`config.mk`:
```
export PLATFORM = sky130hd
export DESIGN_NAME = scg_fifo
export DESIGN_NICKNAME = d
export VERILOG_FILES = /design/src/hw/rtl/scg_pkg.sv /design/src/hw/rtl/scg_fifo.sv
export SDC_FILE = /design/constraint.sdc
export NUM_CORES = 1
export LEC_CHECK = 0
export ABC_CLOCK_PERIOD_IN_PS = 2700
export BUFFER_PORTS_ARGS = -buffer_cell sky130_fd_sc_hd__buf_2
export CORE_MARGIN = 4
export CORE_UTILIZATION = 51
export CTS_CLUSTER_DIAMETER = 120
export CTS_CLUSTER_SIZE = 16
export DETAILED_ROUTE_END_ITERATION = 10
export HOLD_SLACK_MARGIN = 0.12
export PLACE_DENSITY = 0.78
export SLEW_MARGIN = 15
export SYNTH_ARGS = -nofsm -noshare
export SYNTH_HDL_FRONTEND = slang
export SYNTH_SLANG_ARGS = --single-unit
```
`constraint.sdc`:
```
create_clock -name clk -period 2.7 [get_ports clk]
set_input_delay 0 -clock clk [delete_from_list [all_inputs] [get_ports clk]]
set_output_delay 0 -clock clk [all_outputs]
set_load 0.02 [all_outputs]
```
`src/hw/rtl/scg_pkg.sv`:
```
// Package: widths, command type, register indexes and the sine ROM builder.
`timescale 1ns / 1ps
`default_nettype none
package scg_pkg;

  localparam int RANGE_W    = 16;
  localparam int BEAM_W     = 12;
  localparam int ANGLE_W    = 16;
  localparam int COUNT_W    = 13;
  localparam int COORD_W    = 17;
  localparam int SUM_W      = 30;
  localparam int MAX_BEAMS  = 4096;
  localparam int SINE_DEPTH = 1024;
  localparam int SINE_AW    = $clog2(SINE_DEPTH);
  localparam int CFG_W      = 16;
  localparam int CFG_AW     = 2;
  localparam int PROD_W     = RANGE_W + 1 + 16;

  localparam logic [CFG_AW-1:0] CFG_GAP_THRESHOLD = 2'd0;
  localparam logic [CFG_AW-1:0] CFG_MIN_POINTS    = 2'd1;
  localparam logic [CFG_AW-1:0] CFG_ANGLE_START   = 2'd2;
  localparam logic [CFG_AW-1:0] CFG_ANGLE_STEP    = 2'd3;

  localparam longint unsigned HALF_PI_Q30 = 64'd1686629713;
  localparam longint          ONE_Q30     = 64'sd1073741824;

  // One classified beam handed from front to back.
  typedef struct packed {
    logic [RANGE_W-1:0] range_mm;
    logic               accum;
    logic               gap;
    logic               last;
    logic [ANGLE_W-1:0] theta;
  } cmd_t;

  typedef logic signed [15:0] sine_rom_t [SINE_DEPTH];

  // Shift-and-subtract quotient, only used while building the ROM.
  function automatic longint unsigned div_u64(input longint unsigned num,
                                              input longint unsigned den);
    longint unsigned q;
    longint unsigned r;
    q = 0;
    r = 0;
    for (int i = 63; i >= 0; i--) begin
      r = {r[62:0], num[i]};
      if (r >= den) begin
        r    = r - den;
        q[i] = 1'b1;
      end
    end
    return q;
  endfunction

  // Quarter-wave Taylor series in Q30, rounded to Q1.15.
  function automatic logic signed [15:0] sine_q15(input logic [15:0] b);
    longint unsigned f;
    longint unsigned x;
    longint unsigned x2;
    longint unsigned term;
    longint unsigned d;
    longint          sum;
    longint          val;
    logic [1:0]      quad;
    quad = b[15:14];
    f    = {50'd0, b[13:0]};
    if (quad[0]) f = 64'd16384 - f;
    x    = (f * HALF_PI_Q30) >> 14;
    x2   = (x * x) >> 30;
    term = x;
    sum  = longint'(x);
    for (int n = 1; n <= 6; n++) begin
      d    = longint'(4 * n * n + 2 * n);
      term = div_u64((term * x2) >> 30, d);
      if (n % 2 == 1) sum = sum - longint'(term);
      else            sum = sum + longint'(term);
    end
    if (sum < 0) sum = 0;
    val = (sum * 32767 + ONE_Q30 / 2) / ONE_Q30;
    if (val > 32767) val = 32767;
    if (quad[1]) val = -val;
    return 16'(val);
  endfunction

  function automatic sine_rom_t build_sine_rom();
    sine_rom_t t;
    for (int k = 0; k < SINE_DEPTH; k++) begin
      t[k] = sine_q15(16'(k << (16 - SINE_AW)));
    end
    return t;
  endfunction

endpackage
`default_nettype wire

```
`src/hw/rtl/scg_fifo.sv`:
```
// Two-entry command queue between front and back.
`timescale 1ns / 1ps
`default_nettype none
module scg_fifo (
  input  wire logic          clk,
  input  wire logic          rst_n,
  input  wire logic          push,
  input  scg_pkg::cmd_t      push_data,
  input  wire logic          pop,
  output scg_pkg::cmd_t      pop_data,
  output logic               full,
  output logic               empty
);

  scg_pkg::cmd_t mem_r [2];
  logic       wr_ptr_r;
  logic       rd_ptr_r;
  logic [1:0] count_r;

  assign full     = (count_r == 2'd2);
  assign empty    = (count_r == 2'd0);
  assign pop_data = mem_r[rd_ptr_r];

  always_ff @(posedge clk) begin
    if (push) mem_r[wr_ptr_r] <= push_data;
  end

  always_ff @(posedge clk) begin
    if (!rst_n) begin
      wr_ptr_r <= 1'b0;
      rd_ptr_r <= 1'b0;
      count_r  <= '0;
    end else begin
      if (push) wr_ptr_r <= !wr_ptr_r;
      if (pop)  rd_ptr_r <= !rd_ptr_r;
      if (push && !pop)      count_r <= count_r + 2'd1;
      else if (pop && !push) count_r <= count_r - 2'd1;
    end
  end

endmodule
`default_nettype wire

```
# [Word level (Yosys, flattened, before mapping)]
# Memories as Yosys holds them, arrays and structs flattened. A register that Yosys moved wholly into a read port is not among the register bits.
# Cells that the tools add are included.
[word_totals] regBits=4 mem_bits_rw=70 inputBits=39 out_inout_bits=37 memories=1
[classes] n_addsub=2 eq_ne=1 n_mux=6 reduce_logical=8
[memory_table] name="mem_r" depth=2 word_bits=35 read_ports=1 rd_ports_with_merged_regs=1 wr=1 line="scg_fifo.sv:15" text="scg_pkg::cmd_t mem_r [2];"
[ops] op="logical NOT 1 bit" n=4
[ops] op="2-to-1 mux 1 bit" n=4
[ops] op="2-to-1 mux 2 bit" n=2
[ops] op="adder 2 x 1 -> 2 bit, second input constant" n=1
[ops] op="== test 2 bit, second input constant" n=1
[ops] op="logical AND 1 bit" n=2
[ops] op="logical NOT 2 bit" n=1
[ops] op="nonzero test 2 bit" n=1
[ops] op="subtractor 2 x 1 -> 2 bit, second input constant" n=1

# [Depth between registers and ports, before layout]
# Gate-level depths: netlist (run 1).
[logic_depth] depth_word=4 mapped_depth=5 mapped_depth_nobuf=5

# [Worst setup path before layout (run 1)]
# Ideal clock, no wire load.
[synth_path] path_kind="reg-to-reg" start="reg wr_ptr_r" end="mem mem_r[0][0] (netlist bit) (enable)" setup_ps=433 t_arrival_ps=1907 path_slack_ps=360 stages_incl_launch_ff=2 synth_period_minus_slack_ps=2340 path_cell_list="dfxtp_1 > nor2b_1"
[synth_lines] element="from (decl)" line="scg_fifo.sv:16" text="logic wr_ptr_r;"
[synth_lines] element="from (signal assigned)" line="scg_fifo.sv:34" text="if (push) wr_ptr_r <= !wr_ptr_r;"
[synth_lines] element="to (decl)" line="scg_fifo.sv:15"
# No word-level cell before the write port.

==> results_dict.tcl, run 1 <==
set metrics [dict create \
    grt_pass1_wl_mm 7.77 \
    area_delta_synth_final_pct 37.0 \
    worstSetupPathType "reg2out" \
    status "complete, no violations" \
    syn_nets 171 \
    synth_fa_ha_area_frac 0.00456 \
    slowest_stage "dfxtp_2" \
    dp_cells 274 \
    port_buffers 75 \
    maxSlewViolCount 0 \
    final.setup.tns_ns 0 \
    drt_iter0_markers 78 \
    postCtsResizedCells 0 \
    die_area_sq_mm 0.00661 \
    worstPathCellList "mux2_2 > buf_2" \
    synth_top_cell_by_area "edfxtp_1" \
    viasPerCell 4.80 \
    globalRouteOverflowTotal 0 \
    vias 1573 \
    hold_start "push_data[11]" \
    synth.avg_cell_area_sq_um 20.9 \
    drc 0 \
    synth_top_area_frac 0.766 \
    cp_slowest_stage_delay_ns 0.87 \
    min_period_ns 1.79 \
    r2r_start "wr_ptr_r$_SDFFE_PN0P_" \
    syn_inst 131 \
    rsz0062_at_grt "no" \
    async_flop_share 0 \
    r2r_cells 2 \
    die_x_microns 81.3 \
    cp-end-kind "output pin" \
    seq_area_frac_synth 0.803 \
    initial_core_util 0.530 \
    dp_hpwl_mm 3.03 \
    fill_cells 335 \
    ys_seq_elements 75 \
    clk_latency_ns 0.32 \
    final_antenna_net_count 0 \
    synthTopCellsByArea "edfxtp_1 77%, mux2_2 14%, dfxtp_1 3.6%" \
    min_path_cells 2 \
    grt_max_degree 36 \
    crit_required_ns 2.70 \
    synth_compound_area_frac 0.00730 \
    p_per_area_mw_per_mm2 655 \
    synth_simple_gate_area_frac 0.0205 \
    maxCapViolCount 0 \
    cp_max_fo 35 \
    yosys_warnings 0 \
    grt_pass1_vias 1650 \
    vdd_drop_max_mv 0.418 \
    synth_xor_area_frac 0.00958 \
    routabilityCongestion 0.698 \
    yosysMostFrequentCell "edfxtp_1" \
    synthMuxAreaShare 0.144 \
    rr_endpoint "mem_r[0][4]$_DFFE_PP_" \
    hold_class "in2reg" \
    worstPathArrival_ns 1.79 \
    setup_violations 0 \
    finalWirelength_mm 5.06 \
    finClkSkew_ns 0.00735 \
    fmax_mhz 559 \
    antenna_found_initial 0 \
    cts_tree "yes" \
    p_leak_nw 1.44 \
    startpoint_type "register" \
    fin_crit_sh 0.663 \
    final_cells 328 \
    num_antenna_cells 0 \
    cts-buffers-inserted 9 \
    ys_types 17 \
    layout-drive-gt1-share 0.500 \
    core_region_area_sq_mm 0.00517 \
    hold_viol 0 \
    firstDrtPassIters 4 \
    netlist_area_sq_mm 0.00274 \
    grt_use_total 0.165 \
    synth_edf_count 70 \
    synth_ff_type "edfxtp_1" \
    tightest_slew_ns 0.841 \
    wl_per_cell_microns 15.4 \
    holdPathEnd "mem_r[1][11]$_DFFE_PP_" \
    synth_top_family_by_area "multiplexers" \
    clock_path_buffers 2 \
    fin_nets 293 \
    fp-row-count 26 \
    io_pins 76 \
    rrSetupSlack_ns 1.12 \
    cts_root_buffer "clkbuf_8" \
    clkSinkCount 75 \
    synthTopCellsByCount "70 x edfxtp_1, 35 x mux2_2, 5 x dfxtp_1" \
    clkTransAtPathRegs_ns 0.07 \
    slew_headroom 0.439 \
    cts_max_level 3 \
    fp.dieH_microns 81.3 \
]
[worst max path at each step]
stage / start / endpoint / slack [ns] / cells past startpoint
floorplan: wr_ptr_r$_SDFFE_PN0P_ / mem_r[0][0]$_DFFE_PP_ / 0.36 / 1
global placement: wr_ptr_r$_SDFFE_PN0P_ / mem_r[0][34]$_DFFE_PP_ / 1.15 / 2
detailed placement: wr_ptr_r$_SDFFE_PN0P_ / mem_r[0][4]$_DFFE_PP_ / 1.11 / 2
CTS: register / pop_data[20] / 0.88 / 2
global route: register / pop_data[8] / 0.78 / 2
finish: register / pop_data[9] / 0.91 / 2
[worst max-delay path: cells and delay by family (launching register included)]
kind | cells | cell delay [ns]
flip-flops | 1 | 0.87
buffers and inverters | 1 | 0.16
multiplexers | 1 | 0.42
[flip-flops by register name, summed over array words and instances, names as in the netlist, named ones only]
signal / flops
mem_r: 70
count_r: 2
wr_ptr_r: 1
rd_ptr_r: 1
[cell type report]
cell class / count / area (sq um) / area share
multi-input combinational: 51 / 518 / 0.138
sequential: 75 / 2200 / 0.586
timing repair buffer: 115 / 771 / 0.205
clock buffer: 14 / 163 / 0.0433
clock inverter: 2 / 12.5 / 0.00333
tap: 70 / 87.6 / 0.0233
inverter: 1 / 3.75 / 0.000999
[routing by layer]
| metal | routed length [microns] | share of wire | GRT usage |
|---|---|---|---|
| met5 | 0 | 0 | 0 |
| met4 | 82 | 0.016 | 0.0946 |
| met3 | 195 | 0.039 | 0.0366 |
| met2 | 2690 | 0.53 | 0.278 |
| met1 | 2090 | 0.41 | 0.193 |
[power by group]
group	total, mW	internal (mW)	switching [mW]
sequential	1.38	1.34	0.0370
combinational	0.335	0.167	0.168
clock	0.748	0.384	0.364
[timing repair]
item | CTS | global route
hold buffers | 38 | 0
setup buffers | 0 | 0
endpoints found under the hold margin | 75 | 0
[cell families after synthesis]
kind of cell | Yosys count
flops | 75
mux | 35
simple gates | 9
buf+inv | 5
compound gates | 3
xor+xnor | 3
fa+ha+maj | 1
[stage by stage]
stage	hold WS (ns)	power (mW)	util	instance area (sq um)	setup slack [ns]
after floorplan	0.0989	1.59	-	2740	0.360
after global placement	0.191	1.69	0.619	3200	1.15
after detailed placement	0.192	1.70	0.619	3200	1.11
after CTS	0.371	2.48	0.727	3760	0.884
after global routing	0.383	2.56	0.727	3760	0.784
final	0.393	2.46	0.727	3760	0.910
[cell usage in the layout, fill, tap and decap left out, types with 2 or more instances in the layout]
| master | netlist | routed |
|---|---|---|
| xor2_1 | 2 | 2 |
| buf_2 | 1 | 75 |
| and2_1 | 4 | 3 |
| dfxtp_1 | 5 | 4 |
| mux2_2 | 35 | 35 |
| buf_4 | 3 | 2 |
| edfxtp_1 | 70 | 70 |
| dlygate4sd3_1 | 0 | 38 |
| clkbuf_1 | 0 | 3 |
| clkbuf_8 | 0 | 11 |
(Power assumes the default switching activity.)
==> run 2: changes to the inputs <==
--- a/config.mk
+++ b/config.mk
@@ -5,7 +5,7 @@
 export SDC_FILE = /design/constraint.sdc
 export NUM_CORES = 1
 export LEC_CHECK = 0
-export ABC_CLOCK_PERIOD_IN_PS = 2700
+export ABC_CLOCK_PERIOD_IN_PS = 1700
 export BUFFER_PORTS_ARGS = -buffer_cell sky130_fd_sc_hd__buf_2
 export CORE_MARGIN = 4
 export CORE_UTILIZATION = 51
==> constraint.sdc (replaced) <==
create_clock -name clk -period 1.7 [get_ports clk]
set_input_delay 0 -clock clk [delete_from_list [all_inputs] [get_ports clk]]
set_output_delay 0 -clock clk [all_outputs]
set_load 0.02 [all_outputs]
==> run 2 against run 1 <==
Total power up 56%. Largest cell class unchanged. Non-clock buffer count up 5. Design area up 1.1%. Die area unchanged. Critical path depth up 1. First-iteration DRC count down 1.3%. Worst setup slack worse by 0.76 ns.
==> results_dict.tcl, run 2 (same netlist as run 1, synthesis figures left out) <==
set metrics [dict create \
    grt_pass1_wl_mm 8.01 \
    startpoint_type "register" \
    clkSinkCount 75 \
    r2r_cells 3 \
    worstPathArrival_ns 1.55 \
    place_ws_ns 0.484 \
    dp_cells 278 \
    crit_required_ns 1.70 \
    holdWs_ns 0.379 \
    setup_violations 0 \
    finalWirelength_mm 5.07 \
    fp.dieH_microns 81.3 \
    grt_use_total 0.167 \
    antenna_found_initial 0 \
    dp_hpwl_mm 3.04 \
    rsz0062_at_grt "no" \
    maxSlewViolCount 0 \
    p_leak_nw 1.47 \
    num_antenna_cells 0 \
    cts_tree "yes" \
    final_common_cell "buf_2" \
    status "complete, no violations" \
    final_antenna_net_count 0 \
    firstDrtPassIters 4 \
    cp-end-kind "output pin" \
    p_seq_frac 0.563 \
    vias 1599 \
    grt_pass1_vias 1700 \
    r2r_start "rd_ptr_r$_SDFFE_PN0P_" \
    power.net_switching_uw 905 \
    finClkSkew_ns 0.00586 \
    final.setup.tns_ns 0 \
    worstSetupPathType "reg2out" \
    holdPathEnd "mem_r[0][14]$_DFFE_PP_" \
    die_area_sq_mm 0.00661 \
    largest_register_ffs 70 \
    globalRouteOverflowTotal 0 \
    drt_iter0_markers 77 \
    clock_path_buffers 2 \
    pwr-share-comb 0.154 \
    p_per_area_mw_per_mm2 1010 \
    cts_root_buffer "clkbuf_8" \
    rrSetupSlack_ns 0.42 \
    cts-buffers-inserted 9 \
    grt_max_degree 30 \
    fp-row-count 26 \
    vdd_drop_max_mv 0.752 \
    layout_common_cells "75 x buf_2, 70 x edfxtp_1, 39 x dlygate4sd3_1" \
    initial_core_util 0.530 \
    fin_nets 298 \
    rr_endpoint "rd_ptr_r$_SDFFE_PN0P_" \
    port_buffers 75 \
    hold_class "in2reg" \
    tightest_slew_ns 0.339 \
    viasPerCell 4.80 \
    clkTransAtPathRegs_ns 0.07 \
    final_cells 333 \
    io_pins 76 \
    hold_start "push_data[14]" \
    wl_per_cell_microns 15.2 \
    min_path_cells 2 \
    clk_latency_ns 0.34 \
    slew_headroom 0.774 \
    switching_share 0.236 \
    fmax_mhz 643 \
    drc 0 \
    cp_max_fo 25 \
    min_period_ns 1.55 \
    reg.largest.list "mem_r x70, count_r x2" \
    die_x_microns 81.3 \
    cts_max_level 3 \
    largest_register "mem_r" \
    core_region_area_sq_mm 0.00517 \
    area_delta_synth_final_pct 38.5 \
    clock_power_share 0.284 \
    maxCapViolCount 0 \
    fin_crit_sh 0.914 \
    setup_ws_ns 0.145 \
    layout-drive-gt1-share 0.490 \
    p_total_mw 3.83 \
    hold_viol 0 \
    p_int_mw 2.93 \
    routabilityCongestion 0.666 \
]
[run 2: cell count changes in the layout (fill, tap and decap cells not counted), sizes merged]
| cell | delta |
|---|---|
| dlygate4sd3 | +1 |
| clkinvlp | -1 |
| clkinv | +3 |
| buf | +4 |
| clkbuf | -2 |
[run 2: power by group through the flow]
stage          sequential [mW]  combinational, mW  clock (mW)
6_report                  2.16              0.588        1.09
2_1_floorplan             2.19              0.329           0
5_1_grt                   2.16              0.629        1.22
3_5_place_dp              2.20              0.517           0
3_3_place_gp              2.19              0.511           0
4_1_cts                   2.16              0.591        1.14
[run 2: worst max-delay path, cell delays in order (launching register included)]
cell and delay [ns]:
dfxtp_1 0.33, buf_4 0.33, mux2_2 0.40, buf_2 0.16
[run 2: repair_timing]
action,CTS,global route
hold endpoints to repair,75,0
resized for setup,0,0
setup buffers,0,0
hold buffers,39,0
[run 2: metrics by stage]
stage                util  cell area, sq um
floorplan               -              2750
global placement    0.629              3260
detailed placement  0.629              3260
CTS                 0.734              3800
global route        0.734              3800
finish              0.734              3800
[run 2: worst max-delay path by stage]
| stage | startpoint | endpoint | slack (ns) |
|---|---|---|---|
| 2_1_floorplan | wr_ptr_r$_SDFFE_PN0P_ | mem_r[0][0]$_DFFE_PP_ | 0.03 |
| 3_3_place_gp | register | pop_data[33] | 0.51 |
| 3_5_place_dp | wr_ptr_r$_SDFFE_PN0P_ | mem_r[0][30]$_DFFE_PP_ | 0.48 |
| 4_1_cts | register | pop_data[33] | 0.12 |
| 5_1_grt | register | pop_data[33] | 0.06 |
| 6_report | register | pop_data[33] | 0.15 |
[run 2: area by class of cell]
| cell class | instances | area [sq um] |
|---|---|---|
| Clock buffer | 12 | 135 |
| Fill cell | 341 | 1370 |
| Inverter | 1 | 3.75 |
| Tap cell | 70 | 87.6 |
| Timing Repair Buffer | 120 | 836 |
| Sequential cell | 75 | 2200 |
| Clock inverter | 4 | 17.5 |
| Multi-Input combinational cell | 51 | 517 |
[run 2: metal layers]
| metal | GRT usage | share of wire | vias up |
|---|---|---|---|
| li1 | - | - | 759 |
| met1 | 0.203 | 0.42 | 769 |
| met2 | 0.274 | 0.50 | 61 |
| met3 | 0.0443 | 0.065 | 10 |
| met4 | 0.0811 | 0.019 | 0 |
| met5 | 0 | 0 | - |
==> run 3: changes to the inputs <==
--- a/config.mk
+++ b/config.mk
@@ -13,7 +13,7 @@
 export CTS_CLUSTER_SIZE = 16
 export DETAILED_ROUTE_END_ITERATION = 10
 export HOLD_SLACK_MARGIN = 0.12
-export PLACE_DENSITY = 0.78
+export PLACE_DENSITY = 0.88
 export SLEW_MARGIN = 15
 export SYNTH_ARGS = -nofsm -noshare
 export SYNTH_HDL_FRONTEND = slang
==> run 3 against run 2 <==
Total power rose by 4.6%. Global-route usage fell by 0.75 points. Clock skew fell by 0.0019 ns. Via count fell by 2.8%. Critical path depth did not move. Non-clock buffer count fell by 1. Flip-flop and latch count did not move. Worst setup slack improved by 0.096 ns. Clock power rose by 17%. Die area did not move. Register-to-register slack barely moved. Critical endpoint is now pop_data[7]. Largest power group unchanged. Highest routed layer unchanged.
==> results_dict.tcl, run 3 (same netlist as run 1, synthesis figures left out) <==
set metrics [dict create \
    fin_nets 297 \
    port_buffers 75 \
    clk_latency_ns 0.32 \
    switching_share 0.221 \
    min_period_ns 1.46 \
    cts_max_level 3 \
    drc 0 \
    vdd_drop_max_mv 0.620 \
    layout-drive-gt1-share 0.492 \
    die_x_microns 81.3 \
    cp_max_fo 35 \
    postCtsResizedCells 0 \
    fmax_mhz 685 \
    cts_root_buffer "clkbuf_8" \
    final_cells 332 \
    cp-end-kind "output pin" \
    vias 1555 \
    hold_start "push_data[12]" \
    post-cts-setup-buffers 0 \
    dp_hpwl_mm 3.00 \
    clkSinkCount 75 \
    worstPathArrival_ns 1.46 \
    tightest_slew_ns 0.307 \
    final_util 0.737 \
    cts-buffers-inserted 9 \
    p_seq_frac 0.538 \
    cts_tree "yes" \
    firstDrtPassIters 4 \
    area_delta_synth_final_pct 39.1 \
    largest_register_ffs 70 \
    final_antenna_net_count 0 \
    rsz0062_at_grt "no" \
    maxCapViolCount 0 \
    clock_power_share 0.317 \
    status "complete, no violations" \
    maxSlewViolCount 0 \
    dp_cells 277 \
    viasPerCell 4.68 \
    r2r_start "rd_ptr_r$_SDFFE_PN0P_" \
    p_per_area_mw_per_mm2 1050 \
    rr_endpoint "rd_ptr_r$_SDFFE_PN0P_" \
    num_antenna_cells 0 \
    hold_buffers 39 \
    slew_headroom 0.796 \
    fill_cells 320 \
    rrSetupSlack_ns 0.43 \
    fin_crit_sh 0.858 \
    grt_use_total 0.159 \
    grt_pass1_wl_mm 7.60 \
    setup_violations 0 \
    reg.largest.list "mem_r x70, count_r x2" \
    finClkSkew_ns 0.00400 \
    largest_register "mem_r" \
    p_leak_nw 1.48 \
    multi_input_area_sq_um 517 \
    hold_viol 0 \
    min_path_cells 2 \
    routabilityCongestion 0.673 \
    clkTransAtPathRegs_ns 0.07 \
    finalWirelength_mm 4.94 \
    hold_class "in2reg" \
    r2r_cells 3 \
    antenna_found_initial 0 \
    globalRouteOverflowTotal 0 \
    core_region_area_sq_mm 0.00517 \
    holdPathEnd "mem_r[1][12]$_DFFE_PP_" \
    layout_common_cells "75 x buf_2, 70 x edfxtp_1, 39 x dlygate4sd3_1" \
    grt_max_degree 36 \
    drt_iter0_markers 57 \
    startpoint_type "register" \
    initial_core_util 0.530 \
    io_pins 76 \
    final_common_cell "buf_2" \
    fp.dieH_microns 81.3 \
    p_int_mw 3.12 \
    die_area_sq_mm 0.00661 \
    wl_per_cell_microns 14.9 \
    clock_path_buffers 2 \
    pwr-share-comb 0.145 \
    regArea_sq_mm 0.00220 \
    final.setup.tns_ns 0 \
    fp-row-count 26 \
    power.net_switching_uw 888 \
    grt_pass1_vias 1684 \
    crit_required_ns 1.70 \
    worstSetupPathType "reg2out" \
]
## run 3: cell count changes in the layout (fill, tap and decap cells not counted), sizes merged
cell	change
buf	-1
clkbuf	+1
bufinv	+1
clkinv	-2
## run 3: final cells by class
class,count,share of cell area
clock buffers,13,0.0390
inverters,1,0.000984
well taps,70,0.0230
flip-flops and latches,75,0.577
repair buffers,119,0.214
clock inverters,3,0.0102
multi-input cells,51,0.135
## run 3: worst max path at each step
stage	end
3_5_place_dp	mem_r[1][32]$_DFFE_PP_
3_3_place_gp	mem_r[1][32]$_DFFE_PP_
4_1_cts	pop_data[7]
5_1_grt	pop_data[7]
6_report	pop_data[7]
2_1_floorplan	mem_r[0][0]$_DFFE_PP_
## run 3: per-layer routing
| metal | global-route usage | vias up | wire length, microns | share of wire |
|---|---|---|---|---|
| met1 | 0.172 | 743 | 1900 | 0.38 |
| met3 | 0.0322 | 4 | 274 | 0.055 |
| met4 | 0.0709 | 0 | 51 | 0.010 |
| met5 | 0 | - | 0 | 0 |
| li1 | - | 760 | - | - |
| met2 | 0.297 | 48 | 2720 | 0.55 |
## run 3: power groups by stage
| stage | registers (mW) | logic, mW | clock network [mW] |
|---|---|---|---|
| CTS | 2.16 | 0.583 | 1.31 |
| global placement | 2.19 | 0.504 | 0 |
| global route | 2.16 | 0.621 | 1.41 |
| finish | 2.16 | 0.580 | 1.27 |
| detailed placement | 2.20 | 0.510 | 0 |
| floorplan | 2.19 | 0.329 | 0 |
## run 3: worst max-delay path: stages (launching register included)
cell and delay, ns:
dfxtp_1 0.36, buf_12 0.22, mux2_2 0.38, buf_2 0.16
## run 3: through the flow
stage	setup WS (ns)	power [mW]	instance area, sq um	hold slack (ns)
5_1_grt	0.172	4.20	3810	0.392
6_report	0.241	4.01	3810	0.404
2_1_floorplan	0.0327	2.52	2750	0.0989
3_3_place_gp	0.545	2.70	3240	0.188
3_5_place_dp	0.520	2.71	3240	0.191
4_1_cts	0.219	4.05	3810	0.381
