## src/hw/rtl/scg_pkg.sv

```systemverilog
// Package: widths, command type, register indexes and the sine ROM builder.
`timescale 1ns / 1ps
`default_nettype none
package scg_pkg;

  localparam int RANGE_W    = 16;
  localparam int BEAM_W     = 12;
  localparam int ANGLE_W    = 16;
  localparam int COUNT_W    = 13;
  localparam int COORD_W    = 17;
  localparam int SUM_W      = 30;
  localparam int MAX_BEAMS  = 4096;
  localparam int SINE_DEPTH = 1024;
  localparam int SINE_AW    = $clog2(SINE_DEPTH);
  localparam int CFG_W      = 16;
  localparam int CFG_AW     = 2;
  localparam int PROD_W     = RANGE_W + 1 + 16;

  localparam logic [CFG_AW-1:0] CFG_GAP_THRESHOLD = 2'd0;
  localparam logic [CFG_AW-1:0] CFG_MIN_POINTS    = 2'd1;
  localparam logic [CFG_AW-1:0] CFG_ANGLE_START   = 2'd2;
  localparam logic [CFG_AW-1:0] CFG_ANGLE_STEP    = 2'd3;

  localparam longint unsigned HALF_PI_Q30 = 64'd1686629713;
  localparam longint          ONE_Q30     = 64'sd1073741824;

  // One classified beam handed from front to back.
  typedef struct packed {
    logic [RANGE_W-1:0] range_mm;
    logic               accum;
    logic               gap;
    logic               last;
    logic [ANGLE_W-1:0] theta;
  } cmd_t;

  typedef logic signed [15:0] sine_rom_t [SINE_DEPTH];

  // Shift-and-subtract quotient, only used while building the ROM.
  function automatic longint unsigned div_u64(input longint unsigned num,
                                              input longint unsigned den);
    longint unsigned q;
    longint unsigned r;
    q = 0;
    r = 0;
    for (int i = 63; i >= 0; i--) begin
      r = {r[62:0], num[i]};
      if (r >= den) begin
        r    = r - den;
        q[i] = 1'b1;
      end
    end
    return q;
  endfunction

  // Quarter-wave Taylor series in Q30, rounded to Q1.15.
  function automatic logic signed [15:0] sine_q15(input logic [15:0] b);
    longint unsigned f;
    longint unsigned x;
    longint unsigned x2;
    longint unsigned term;
    longint unsigned d;
    longint          sum;
    longint          val;
    logic [1:0]      quad;
    quad = b[15:14];
    f    = {50'd0, b[13:0]};
    if (quad[0]) f = 64'd16384 - f;
    x    = (f * HALF_PI_Q30) >> 14;
    x2   = (x * x) >> 30;
    term = x;
    sum  = longint'(x);
    for (int n = 1; n <= 6; n++) begin
      d    = longint'(4 * n * n + 2 * n);
      term = div_u64((term * x2) >> 30, d);
      if (n % 2 == 1) sum = sum - longint'(term);
      else            sum = sum + longint'(term);
    end
    if (sum < 0) sum = 0;
    val = (sum * 32767 + ONE_Q30 / 2) / ONE_Q30;
    if (val > 32767) val = 32767;
    if (quad[1]) val = -val;
    return 16'(val);
  endfunction

  function automatic sine_rom_t build_sine_rom();
    sine_rom_t t;
    for (int k = 0; k < SINE_DEPTH; k++) begin
      t[k] = sine_q15(16'(k << (16 - SINE_AW)));
    end
    return t;
  endfunction

endpackage
`default_nettype wire

```

## src/hw/rtl/scg_if.sv

```systemverilog
// Stream interfaces for beam requests and cluster results.
`timescale 1ns / 1ps
`default_nettype none
interface scg_beam_if;
  logic                          valid;
  logic                          ready;
  logic [scg_pkg::RANGE_W-1:0]   range_mm;
  logic                          range_valid;
  logic [scg_pkg::BEAM_W-1:0]    beam_index;
  logic                          last_beam;
  modport source (output valid, range_mm, range_valid, beam_index, last_beam, input ready);
  modport sink   (input valid, range_mm, range_valid, beam_index, last_beam, output ready);
endinterface

`default_nettype wire

```

## src/hw/rtl/scg_front.sv

```systemverilog
// Front end: accepts beams, detects range jumps, computes beam angle.
`timescale 1ns / 1ps
`default_nettype none
module scg_front (
  input  wire logic                          clk,
  input  wire logic                          rst_n,
  scg_beam_if.sink                           in_beam,
  input  wire logic [scg_pkg::RANGE_W-1:0]   gap_threshold,
  input  wire logic [scg_pkg::ANGLE_W-1:0]   angle_start,
  input  wire logic [scg_pkg::ANGLE_W-1:0]   angle_step,
  input  wire logic                          q_full,
  output logic                               q_push,
  output scg_pkg::cmd_t                      q_data
);

  logic [scg_pkg::RANGE_W-1:0] last_range_r;
  logic                        prev_valid_r;
  logic [scg_pkg::RANGE_W-1:0] diff;
  logic [scg_pkg::ANGLE_W-1:0] step_prod;

  assign in_beam.ready = !q_full;
  assign q_push        = in_beam.valid && !q_full;

  always_comb begin
    if (in_beam.range_mm > last_range_r) diff = in_beam.range_mm - last_range_r;
    else                                 diff = last_range_r - in_beam.range_mm;
    step_prod        = scg_pkg::ANGLE_W'(in_beam.beam_index * angle_step);
    q_data.range_mm  = in_beam.range_mm;
    q_data.accum     = in_beam.range_valid;
    q_data.gap       = in_beam.range_valid && prev_valid_r && (diff > gap_threshold);
    q_data.last      = in_beam.last_beam;
    q_data.theta     = angle_start + step_prod;
  end

  always_ff @(posedge clk) begin
    if (!rst_n) begin
      last_range_r <= '0;
      prev_valid_r <= 1'b0;
    end else if (q_push) begin
      if (in_beam.last_beam) begin
        last_range_r <= '0;
        prev_valid_r <= 1'b0;
      end else if (in_beam.range_valid) begin
        last_range_r <= in_beam.range_mm;
        prev_valid_r <= 1'b1;
      end
    end
  end

endmodule
`default_nettype wire

```

## src/flat_wrapper.sv

```systemverilog
// flat-port wrapper written by rule: the top's interface ports become plain ports
module scg_front_flat 
  (clk, rst_n, gap_threshold, angle_start, angle_step, q_full, q_push, q_data, in_beam_valid, in_beam_range_mm, in_beam_range_valid, in_beam_beam_index, in_beam_last_beam, in_beam_ready);
  scg_beam_if in_beam_i ();
  input  wire logic clk;
  input  wire logic rst_n;
  input  wire logic [scg_pkg::RANGE_W-1:0] gap_threshold;
  input  wire logic [scg_pkg::ANGLE_W-1:0] angle_start;
  input  wire logic [scg_pkg::ANGLE_W-1:0] angle_step;
  input  wire logic q_full;
  output logic q_push;
  output scg_pkg::cmd_t q_data;
  input wire logic [$bits(in_beam_i.valid)-1:0] in_beam_valid;
  input wire logic [$bits(in_beam_i.range_mm)-1:0] in_beam_range_mm;
  input wire logic [$bits(in_beam_i.range_valid)-1:0] in_beam_range_valid;
  input wire logic [$bits(in_beam_i.beam_index)-1:0] in_beam_beam_index;
  input wire logic [$bits(in_beam_i.last_beam)-1:0] in_beam_last_beam;
  output wire logic [$bits(in_beam_i.ready)-1:0] in_beam_ready;
  assign in_beam_i.valid = in_beam_valid;
  assign in_beam_i.range_mm = in_beam_range_mm;
  assign in_beam_i.range_valid = in_beam_range_valid;
  assign in_beam_i.beam_index = in_beam_beam_index;
  assign in_beam_i.last_beam = in_beam_last_beam;
  assign in_beam_ready = in_beam_i.ready;
  scg_front u_core (.clk(clk), .rst_n(rst_n), .in_beam(in_beam_i), .gap_threshold(gap_threshold), .angle_start(angle_start), .angle_step(angle_step), .q_full(q_full), .q_push(q_push), .q_data(q_data));
endmodule
```

## config.mk

```make
export PLATFORM = sky130hd
export DESIGN_NAME = scg_front_flat
export DESIGN_NICKNAME = d
export VERILOG_FILES = /design/src/hw/rtl/scg_pkg.sv /design/src/hw/rtl/scg_if.sv /design/src/hw/rtl/scg_front.sv /design/src/flat_wrapper.sv
export SDC_FILE = /design/constraint.sdc
export NUM_CORES = 1
export LEC_CHECK = 0
export BUFFER_PORTS_ARGS = -buffer_cell sky130_fd_sc_hd__buf_2
export CORE_UTILIZATION = 31
export CTS_BUF_LIST = sky130_fd_sc_hd__clkbuf_8
export CTS_CLUSTER_DIAMETER = 150
export CTS_CLUSTER_SIZE = 24
export DETAILED_ROUTE_END_ITERATION = 10
export HOLD_SLACK_MARGIN = 0.06
export PLACE_DENSITY_LB_ADDON = 0.05
export SLEW_MARGIN = 20
export SYNTH_ARGS = -nofsm -noshare
export SYNTH_HDL_FRONTEND = slang
export SYNTH_SLANG_ARGS = --single-unit
```

## constraint.sdc

```tcl
create_clock -name clk -period 20.6 [get_ports clk]
set_input_delay 4.12 -clock clk [delete_from_list [all_inputs] [get_ports clk]]
set_output_delay 4.12 -clock clk [all_outputs]
set_load 0.05 [all_outputs]
```

* After elaboration in Yosys (flattened, before gate mapping)
Index checks and enable logic that the tools add are counted.
Widths: inputs -> output; s select.
** Word-level totals
- Bits in registers :: 17
- Input port bits :: 82
- Output and inout port bits :: 37
- Word-level logic and storage cells :: 19
** Operators by class
- $add $sub $neg :: 3
- $mul :: 1
- $lt $le $gt $ge :: 2
- Multiplexer cells :: 5
- Reduce and logical (&&, ||, !) cells :: 6
** Operators by type and width (count)
- $mux 16 :: 3
- $gt 16x16->1 :: 2
- $sub 16x16->16 :: 2
- $add 16x16->16 :: 1
- $mul 12x16->16 :: 1
- $logic_and 1x1->1 :: 3
- $mux 1 :: 2
- $reduce_and 2->1 :: 1
- $reduce_bool 2->1 :: 1
- $logic_not 1->1 :: 1

* Longest topological paths before layout
Gate-level depths: netlist of run 1.
- Depth after elaboration :: 4
- Depth in mapped cells :: 20
- Depth with buffers taken out :: 19

* Least setup slack after synthesis of run 1
No wires, ideal clock.
- Path kind :: input port to output port
- Start point :: input angle_step[6] (netlist name)
- End point :: output q_data[15] (netlist name)
- Data arrival time :: 8804 ps
- Required time :: 16480 ps
- Slack :: 7676 ps
- Cell stages on the path :: 18
- Buffers on the path :: 1
- Cell sequence :: clkbuf_1 > and2_1 > fa_1 > inv_1 > fa_1 > inv_1 > fa_1 > fa_1 > inv_1 > fa_1 > inv_1 > ha_1 > and3_1 > a211o_1 > nand2_1 > o21ai_0 > a21oi_1 > xnor2_1
** RTL lines
- start: declaration :: line flat_wrapper.sv:9 : input wire logic [scg_pkg::ANGLE_W-1:0] angle_step;
- end: declaration :: line flat_wrapper.sv:12 : output scg_pkg::cmd_t q_data;

==> run metrics, run 1 <==
outcome finished, final reports clean; simple-gate portion of the synthesized area 0.176; Max-Cap Viols 0; placed cell count 1212; total wire length 18.2 mm; All-Layer GR Usage 0.164; RSZ-0062 raised after global routing no; average wire per standard cell 15.0 µm; clock sinks 17; Worst-path clk slew 0.08 ns; crit path DAT 8.94 ns; CTS tree built; critical setup path kind primary input to output port; Slew @ Worst Pin 0.662 ns; via count 5485; Warnings, synthesis 0; fin cells 1216; commonest cells after routing, fill and taps aside 199 x inv_1, 118 x buf_2, 94 x fa_1; multi-input combinational cell area 0.00553 mm²; fmax 76.6 MHz; Critical path origin in_beam_beam_index[0]; area delta synth->final 9.96%; # setup viols final 0; DRT Pass-1 Iters 4; EDFF count, synth 0; pin count of the biggest net entering global routing 35; final hold viol count 0; first-pass GRT wire length 29.0 mm; Seq cells post-synth 17; port bufs 118; Hold Crit Start u_core.last_range_r[15]$_SDFFE_PN0P_; Tmin final 13.06 ns; hold_buf cts 0; ANT cells 0; Die Width 151 µm; Post-Synth Adder-Cell Area 0.426; Die Y-Extent 151 µm; VDD IR max 0.000296 V; WP data required 16.48 ns; Die ar. 0.0229 mm²; FP Rows 54; worst stage delay on the critical path 0.56 ns; Worst Skew 0 ns; worst r2r src u_core.prev_valid_r$_SDFFE_PN0P_; number of buffers created by CTS 3; initial antenna violation count 0; most common cell after layout, fill and taps aside inv_1; Placer Congestion 0.750; top post-synthesis cells by area fa_1 27%, ha_1 15%, inv_1 11%; Final nets 1198; Critical Path Fanout Max 16; I/O pin cnt 119; crit end category output port; average size of a mapped cell 8.03 µm²; Post-Syn Area 0.00692 mm²; Leakage 3.96 nW; Root Driver clkbuf_8; Slew HR 0.557; Final Util 0.349; Pwr Total 1.15 mW; largest family of logic cells by synthesized area adder cells; PwrDens 151 mW/mm²; initial DRC count 107; GR Overflow Total 0; HPWL after DPL 15.9 mm; max-slew violations 0; synthesized instance count 862; PostCTS Resize Cnt 0; HP Class register to register; Seq/Total Area, Yosys 0.0492; routed vias/inst 4.51; sequential standard cell area 340 µm²; Synth Area in Compound Gates 0.122; xor/xnor share of the synthesized area 0.0608; vias in the first global route 5721; initial core utilization 0.317; Post-CTS Setup Bufs 0; Top FF cell, synth dfxtp_1; DRC 0; number of fill cells 2428; crit share post-route 0.634; Longest Clk Path Bufs 2; CP max stage cell fa_1; area of the core 0.0218 mm²; startpoint types primary input; setup TNS 0 ns; most area-hungry cell type in the Yosys netlist fa_1; post-synthesis mux area share 0.0134; CTS H-tree depth 1; Synth cell types 56; layout cells sized above 1 0.152; most frequent CP cell fa_1; placed inst area 0.00756 mm²; FFs w/ async S/R, synth 0; Design Area, Final 0.00761 mm²; post-synth top area share 0.272; syn_nets 1123; antenna-violating nets left 0; clock latency on the worst-skew pair 0.25 ns; crit path cell chain buf_2, and2_1, fa_1, inv_1, fa_1, inv_1, fa_1, fa_1, inv_1, fa_1, inv_1, ha_1, or3_1, a211o_1, nand2_1, o21ai_0, a21oi_1, xnor2_1, buf_2
-- cell type report --
type,count,share of cell area
Sequential cell,17,0.0447
Multi-Input combinational cell,597,0.726
Timing Repair Buffer,119,0.0786
Clock buffer,3,0.00543
Inverter,199,0.0982
Tap cell,280,0.0460
Clock inverter,1,0.000658
-- worst max-delay path: cells and delay by family --
family | cells | cell delay [ns]
simple gates | 3 | 0.69
compound gates | 3 | 0.61
xor+xnor | 1 | 0.13
fa+ha+maj | 6 | 2.73
buf+inv | 6 | 0.64
-- per-layer routing --
layer	GRT usage	wire length, µm
met2	0.318	9570
met5	0	0
met4	0.0295	168
met1	0.200	8110
met3	0.00542	343
-- path summary, 6_finish.rpt --
kind	cells past startpoint	to	slack, ns
setup / recovery	19	q_data[15]	7.54
hold / removal	2	u_core.last_range_r[15]$_SDFFE_PN0P_	0.52
setup reg to reg	3	u_core.prev_valid_r$_SDFFE_PN0P_	19.91
hold reg to reg	2	u_core.last_range_r[15]$_SDFFE_PN0P_	0.52
-- power breakdown --
part           switching (mW)  leakage, nW  internal [mW]
Sequential           0.000710        0.138         0.0338
Combinational           0.739         3.80          0.347
Clock                  0.0128       0.0255         0.0135
Total                   0.753         3.96          0.395
-- synth_stat cells (7+ instances only) --
master    number
nor2b_1       20
nand3_1        7
mux2i_1        7
nand2_1       76
o21a_1         7
clkbuf_1      21
and2_1        68
a21o_1        20
nor3_1        20
fa_1          94
xor2_1        12
a21oi_1       50
dfxtp_1       17
nand4_1       10
o21bai_1       7
nor2_1        10
inv_1        199
ha_1          85
xnor2_1       36
o21ai_0       19
buf_4         18
-- flip-flops by register name, summed over array words and instances, names as in the netlist --
register             cells
u_core.prev_valid_r      1
u_core.last_range_r     16
-- kinds of logic (layout without fill, tap and decap cells) --
logic type      count (synthesis)  in the layout
buf+inv                       248            322
fa+ha+maj                     179            179
flops                          17             17
simple gates                  230            230
xor+xnor                       48             48
mux                             9              9
compound gates                131            131
-- through the flow --
step	hold WS [ns]	worst slack (ns)
3_3_place_gp	0.509	7.52
3_5_place_dp	0.501	7.45
2_1_floorplan	0.479	7.68
4_1_cts	0.520	7.47
5_1_grt	0.566	7.30
6_report	0.518	7.54
Power figures use the tool's default switching activity.
==> inputs of run 2 (changes only) <==
==> constraint.sdc (replaced) <==
create_clock -name clk -period 11.4 [get_ports clk]
set_input_delay 2.28 -clock clk [delete_from_list [all_inputs] [get_ports clk]]
set_output_delay 2.28 -clock clk [all_outputs]
set_load 0.05 [all_outputs]
==> run 2 against run 1 <==
Sequential power grew 81%. Clock-buffer cell count unchanged. Non-clock buffer count unchanged. Critical path depth stayed put. Die area unchanged. Sequential share of layout area unchanged. Clock skew unchanged. Final cell count is the same.
==> run metrics, run 2 (same netlist as run 1, synthesis figures left out) <==
outcome finished, final reports clean; Longest Clk Path Bufs 2 (unchanged); area of the core 0.0218 mm² (unchanged); port bufs 118 (unchanged); buffer and inverter count on the worst path 6 (unchanged); Top Registers u_core.last_range_r: 16 flops, u_core.prev_valid_r: 1 flops; hold-critical path endpoint u_core.last_range_r[15]$_SDFFE_PN0P_; Critical Path Fanout Max 16 (unchanged); Worst-path clk slew 0.07 ns (about the same); area delta synth->final 9.96% (unchanged); initial core utilization 0.317 (unchanged); layout cells sized above 1 0.152 (unchanged); Tmin final 9.37 ns; CP max stage cell fa_1; DRT Pass-1 Iters 4 (unchanged); # setup viols final 0 (unchanged); Post-CTS Setup Bufs 0 (unchanged); Leakage 3.96 nW (unchanged); final hold viol count 0 (unchanged); Top delay family on crit path adder cells; WP data required 9.12 ns (-7.36 ns); CTS H-tree depth 1 (unchanged); number of buffers created by CTS 3 (unchanged); GR Overflow Total 0 (unchanged); Placer Congestion 0.749 (-0.15%); DP Worst Slack 1.96 ns (-5.49 ns); ANT cells 0 (unchanged); initial antenna violation count 0 (unchanged); hold_buf cts 0 (unchanged); Die Y-Extent 151 µm (unchanged); Pwr Total 2.08 mW (+81%); vias in the first global route 5684 (-0.65%); clock sinks 17 (unchanged); setup TNS 0 ns (unchanged); number of fill cells 2399 (-1.2%); Root Driver clkbuf_8; max-slew violations 0 (unchanged); clock latency on the worst-skew pair 0.25 ns (about the same); CTS tree built; Die Width 151 µm (unchanged); commonest cells after routing, fill and taps aside 199 x inv_1, 118 x buf_2, 94 x fa_1; total wire length 18.1 mm (-0.29%); number of flip-flops in the largest register 16 (unchanged); routed vias/inst 4.52 (+0.22%); DRC 0 (unchanged); via count 5497 (+0.22%); worst stage delay on the critical path 0.55 ns (about the same); pin count of the biggest net entering global routing 35 (unchanged); final worst setup slack 2.03 ns (-5.52 ns); RSZ-0062 raised after global routing no; Slew HR 0.570 (+0.0123); VDD IR max 0.000465 V (+57%); average wire per standard cell 14.9 µm (-0.29%); Worst Skew 0 ns (unchanged); Top reg by flops u_core.last_range_r; crit path cell chain buf_2, and2_1, fa_1, inv_1, fa_1, inv_1, fa_1, fa_1, inv_1, fa_1, inv_1, ha_1, or3_1, a211o_1, nand2_1, o21ai_0, a21oi_1, xnor2_1, buf_2; Final nets 1198 (unchanged); worst r2r src u_core.prev_valid_r$_SDFFE_PN0P_; FP Rows 54 (unchanged); r2r endpoint u_core.prev_valid_r$_SDFFE_PN0P_; reg2reg path depth 3 (unchanged); All-Layer GR Usage 0.164 (-0.000259); most frequent CP cell fa_1; Final Util 0.349 (unchanged); initial DRC count 172 (+61%); PwrDens 273 mW/mm² (+81%); HPWL after DPL 15.9 mm (+0.19%); Slew @ Worst Pin 0.644 ns (-0.0184 ns); crit end category output port; crit share post-route 0.822; Critical path origin in_beam_beam_index[0]; first-pass GRT wire length 28.9 mm (-0.24%); startpoint types primary input; critical setup path kind primary input to output port; PostCTS Resize Cnt 0 (unchanged); crit path DAT 7.09 ns (-1.85 ns); worst hold path depth 2 (unchanged); reg-to-reg setup timing slack 10.71 ns (-9.20 ns); Max-Cap Viols 0 (unchanged); fmax 107 MHz; antenna-violating nets left 0 (unchanged); Hold Crit Start u_core.last_range_r[15]$_SDFFE_PN0P_; Die ar. 0.0229 mm² (unchanged); I/O pin cnt 119 (unchanged); most common cell after layout, fill and taps aside inv_1; HP Class register to register; fin cells 1216 (unchanged); placed cell count 1212 (unchanged)
[run 2: cell counts in the layout (fill, tap and decap cells not counted)]
Identical to the previous run, type by type.
[run 2: metrics by stage]
step	cell area, µm²	hold slack, ns
5_1_grt	7610	0.561
3_5_place_dp	7560	0.506
4_1_cts	7610	0.524
6_report	7610	0.525
3_3_place_gp	7560	0.509
2_1_floorplan	6920	0.479
[run 2: layout make-up]
type / count / area [µm²] / area share
clock inverters: 1 / 5.00 / 0.000658
flip-flops and latches: 17 / 340 / 0.0447
repair buffers: 119 / 598 / 0.0786
well taps: 280 / 350 / 0.0460
multi-input cells: 597 / 5530 / 0.726
clock buffers: 3 / 41.3 / 0.00543
inverters: 199 / 747 / 0.0982
[run 2: worst max-delay path by stage]
stage	to	slack, ns	cells after the start
finish	q_data[15]	2.03	19
detailed placement	q_data[15]	1.96	18
global route	q_data[15]	1.80	19
floorplan	q_data[15]	2.16	18
CTS	q_data[15]	1.95	18
global placement	q_data[15]	2.00	19
[run 2: report_power, final]
part | internal (mW) | switching [mW] | total, mW | leakage (nW)
Combinational | 0.629 | 1.34 | 1.97 | 3.80
Sequential | 0.0610 | 0.00124 | 0.0623 | 0.138
Clock | 0.0243 | 0.0220 | 0.0463 | 0.0255
[run 2: routing by layer]
metal / vias to the layer above / part of all wire / global-route usage / wire [µm]
met3: 9 / 0.024 / 0.00693 / 427
met1: 2603 / 0.44 / 0.197 / 7920
met2: 89 / 0.53 / 0.321 / 9640
met4: 0 / 0.0085 / 0.0275 / 154
met5: - / 0 / 0 / 0
li1: 2796 / - / - / -
[run 2: worst min-delay path, stage by stage (launching register included)]
cell     delay [ns]
dfxtp_1        0.32
a21oi_1        0.12
nor2b_1        0.05
==> inputs of run 3 (changes only) <==
==> constraint.sdc (replaced) <==
create_clock -name clk -period 9.1 [get_ports clk]
set_input_delay 1.82 -clock clk [delete_from_list [all_inputs] [get_ports clk]]
set_output_delay 1.82 -clock clk [all_outputs]
set_load 0.05 [all_outputs]
==> run 3 against run 2 <==
Final cell count is the same. Critical endpoint unchanged. Largest cell class unchanged. Sequential share of layout area unchanged. Total power rose by 25%. Clock power grew 28%. Critical path depth decreased by 1. Die area unchanged. Highest routed layer unchanged. First-iteration DRC count is 11% lower. Largest power group unchanged. Clock skew unchanged. Clock-buffer cell count unchanged. Non-clock buffer count unchanged. Combinational power is 25% higher. Register-to-register slack got worse by 2.3 ns.
==> run metrics, run 3 (same netlist as run 1, synthesis figures left out) <==
HP Class register to register; Top reg by flops u_core.last_range_r; Placer Congestion 0.749 (about the same); total wire length 18.3 mm (+1.1%); most common cell after layout, fill and taps aside inv_1; Design Area, Final 0.00761 mm² (unchanged); Cell Int Power 0.895 mW (+25%); Post-CTS Setup Bufs 0 (unchanged); All-Layer GR Usage 0.165 (+0.00154); antenna-violating nets left 0 (unchanged); crit share post-route 0.927; initial antenna violation count 0 (unchanged); crit path cell chain buf_2, nand2_1, fa_1, fa_1, fa_1, inv_1, fa_1, inv_1, fa_1, inv_1, ha_1, or3_1, a211o_1, nand2_1, o21ai_0, a21oi_1, xnor2_1, buf_2; Final Util 0.349 (unchanged); average wire per standard cell 15.1 µm (+1.1%); Top Registers u_core.last_range_r: 16 flops, u_core.prev_valid_r: 1 flops; GR Overflow Total 0 (unchanged); area delta synth->final 9.96% (unchanged); CTS H-tree depth 1 (unchanged); Leakage 3.96 nW (unchanged); clock share of power 0.023 (about the same); setup TNS 0 ns (unchanged); Top delay family on crit path adder cells; pin count of the biggest net entering global routing 35 (unchanged); PwrDens 341 mW/mm² (+25%); Die Y-Extent 151 µm (unchanged); Final nets 1198 (unchanged); placed cell count 1212 (unchanged); GRT busiest layer met2; Die Width 151 µm (unchanged); first-pass GRT wire length 29.3 mm (+1.2%); final hold viol count 0 (unchanged); Worst-path clk slew 0.07 ns (about the same); DRT Pass-1 Iters 4 (unchanged); Slew @ Worst Pin 0.673 ns (+0.0289 ns); Pwr Total 2.59 mW (+25%); ANT cells 0 (unchanged); port bufs 118 (unchanged); Worst Skew 0 ns (unchanged); NetSw 1.70 mW (+25%); via count 5513 (+0.29%); VDD IR max 0.000614 V (+32%); layout cells sized above 1 0.152 (unchanged); RSZ-0062 raised after global routing no; clock sinks 17 (unchanged); crit path DAT 6.61 ns (-0.48 ns); area of the core 0.0218 mm² (unchanged); buffer and inverter count on the worst path 5 (-1); initial core utilization 0.317 (unchanged); FP Rows 54 (unchanged); register share of total power 0.030 (about the same); CTS tree built; commonest cells after routing, fill and taps aside 199 x inv_1, 118 x buf_2, 94 x fa_1; Max-Cap Viols 0 (unchanged); DP Worst Slack 0.579 ns (-1.38 ns); fin cells 1216 (unchanged); outcome finished, final reports clean; number of flip-flops in the largest register 16 (unchanged); final worst setup slack 0.667 ns (-1.36 ns); met1 usage 0.202 (+0.00480); critical setup path kind primary input to output port; fmax 119 MHz; # setup viols final 0 (unchanged); Slew HR 0.550 (-0.0193); initial DRC count 153 (-11%); Sw Share 0.655 (-0.000930); Die ar. 0.0229 mm² (unchanged); CP max stage cell fa_1; startpoint types primary input; GR met3 Demand/Resource 0.00542 (-0.00151); final hold slack 0.526 ns (+0.00163 ns); clock latency on the worst-skew pair 0.26 ns (about the same); Root Driver clkbuf_8; worst stage delay on the critical path 0.58 ns (+0.03 ns); placed inst area 0.00756 mm² (unchanged); share of total power in combinational logic 0.947 (about the same); met2 Use GR 0.322 (+0.000685); Critical Path Fanout Max 13 (-3); Tmin final 8.43 ns; hold_buf cts 0 (unchanged); WP data required 7.28 ns (-1.84 ns); number of buffers created by CTS 3 (unchanged); PostCTS Resize Cnt 0 (unchanged); Longest Clk Path Bufs 2 (unchanged); crit end category output port; routed vias/inst 4.53 (+0.29%); I/O pin cnt 119 (unchanged); vias in the first global route 5701 (+0.30%); most frequent CP cell fa_1; HPWL after DPL 15.9 mm (+0.26%); max-slew violations 0 (unchanged); DRC 0 (unchanged)
-- run 3: cell counts in the layout (fill, tap and decap cells not counted) --
Identical to the previous run, type by type.
-- run 3: final cells by class --
cell class	instances	area, µm²
fillers	2423	14200
multi-input cells	597	5530
inverters	199	747
repair buffers	119	598
well taps	280	350
flip-flops and latches	17	340
clock buffers	3	41.3
clock inverters	1	5.00
-- run 3: worst paths after layout --
check | cells past startpoint | endpoint | slack (ns) | from
min | 2 | u_core.last_range_r[15]$_SDFFE_PN0P_ | 0.53 | u_core.last_range_r[15]$_SDFFE_PN0P_
min reg2reg | 2 | u_core.last_range_r[15]$_SDFFE_PN0P_ | 0.53 | u_core.last_range_r[15]$_SDFFE_PN0P_
max reg2reg | 3 | u_core.prev_valid_r$_SDFFE_PN0P_ | 8.41 | u_core.prev_valid_r$_SDFFE_PN0P_
max | 18 | q_data[15] | 0.67 | in_beam_beam_index[3]
-- run 3: routing by layer --
metal	vias up	routed length, µm	part of all wire
met3	9	421	0.023
met1	2627	8030	0.44
met4	0	147	0.0080
met5	-	0	0
met2	85	9740	0.53
li1	2792	-	-
-- run 3: worst reg2reg max path: stages, from the launching register on --
cell	delay [ns]
dfxtp_1	0.31
nand2_1	0.05
o21ai_0	0.07
and2_1	0.16
-- run 3: power by group through the flow --
stage | registers, mW | clock network (mW) | logic (mW)
after floorplan | 0.0793 | 0 | 1.97
after global placement | 0.0797 | 0 | 2.52
after detailed placement | 0.0798 | 0 | 2.51
after CTS | 0.0781 | 0.0626 | 2.52
after global routing | 0.0784 | 0.0658 | 2.72
final | 0.0781 | 0.0594 | 2.46
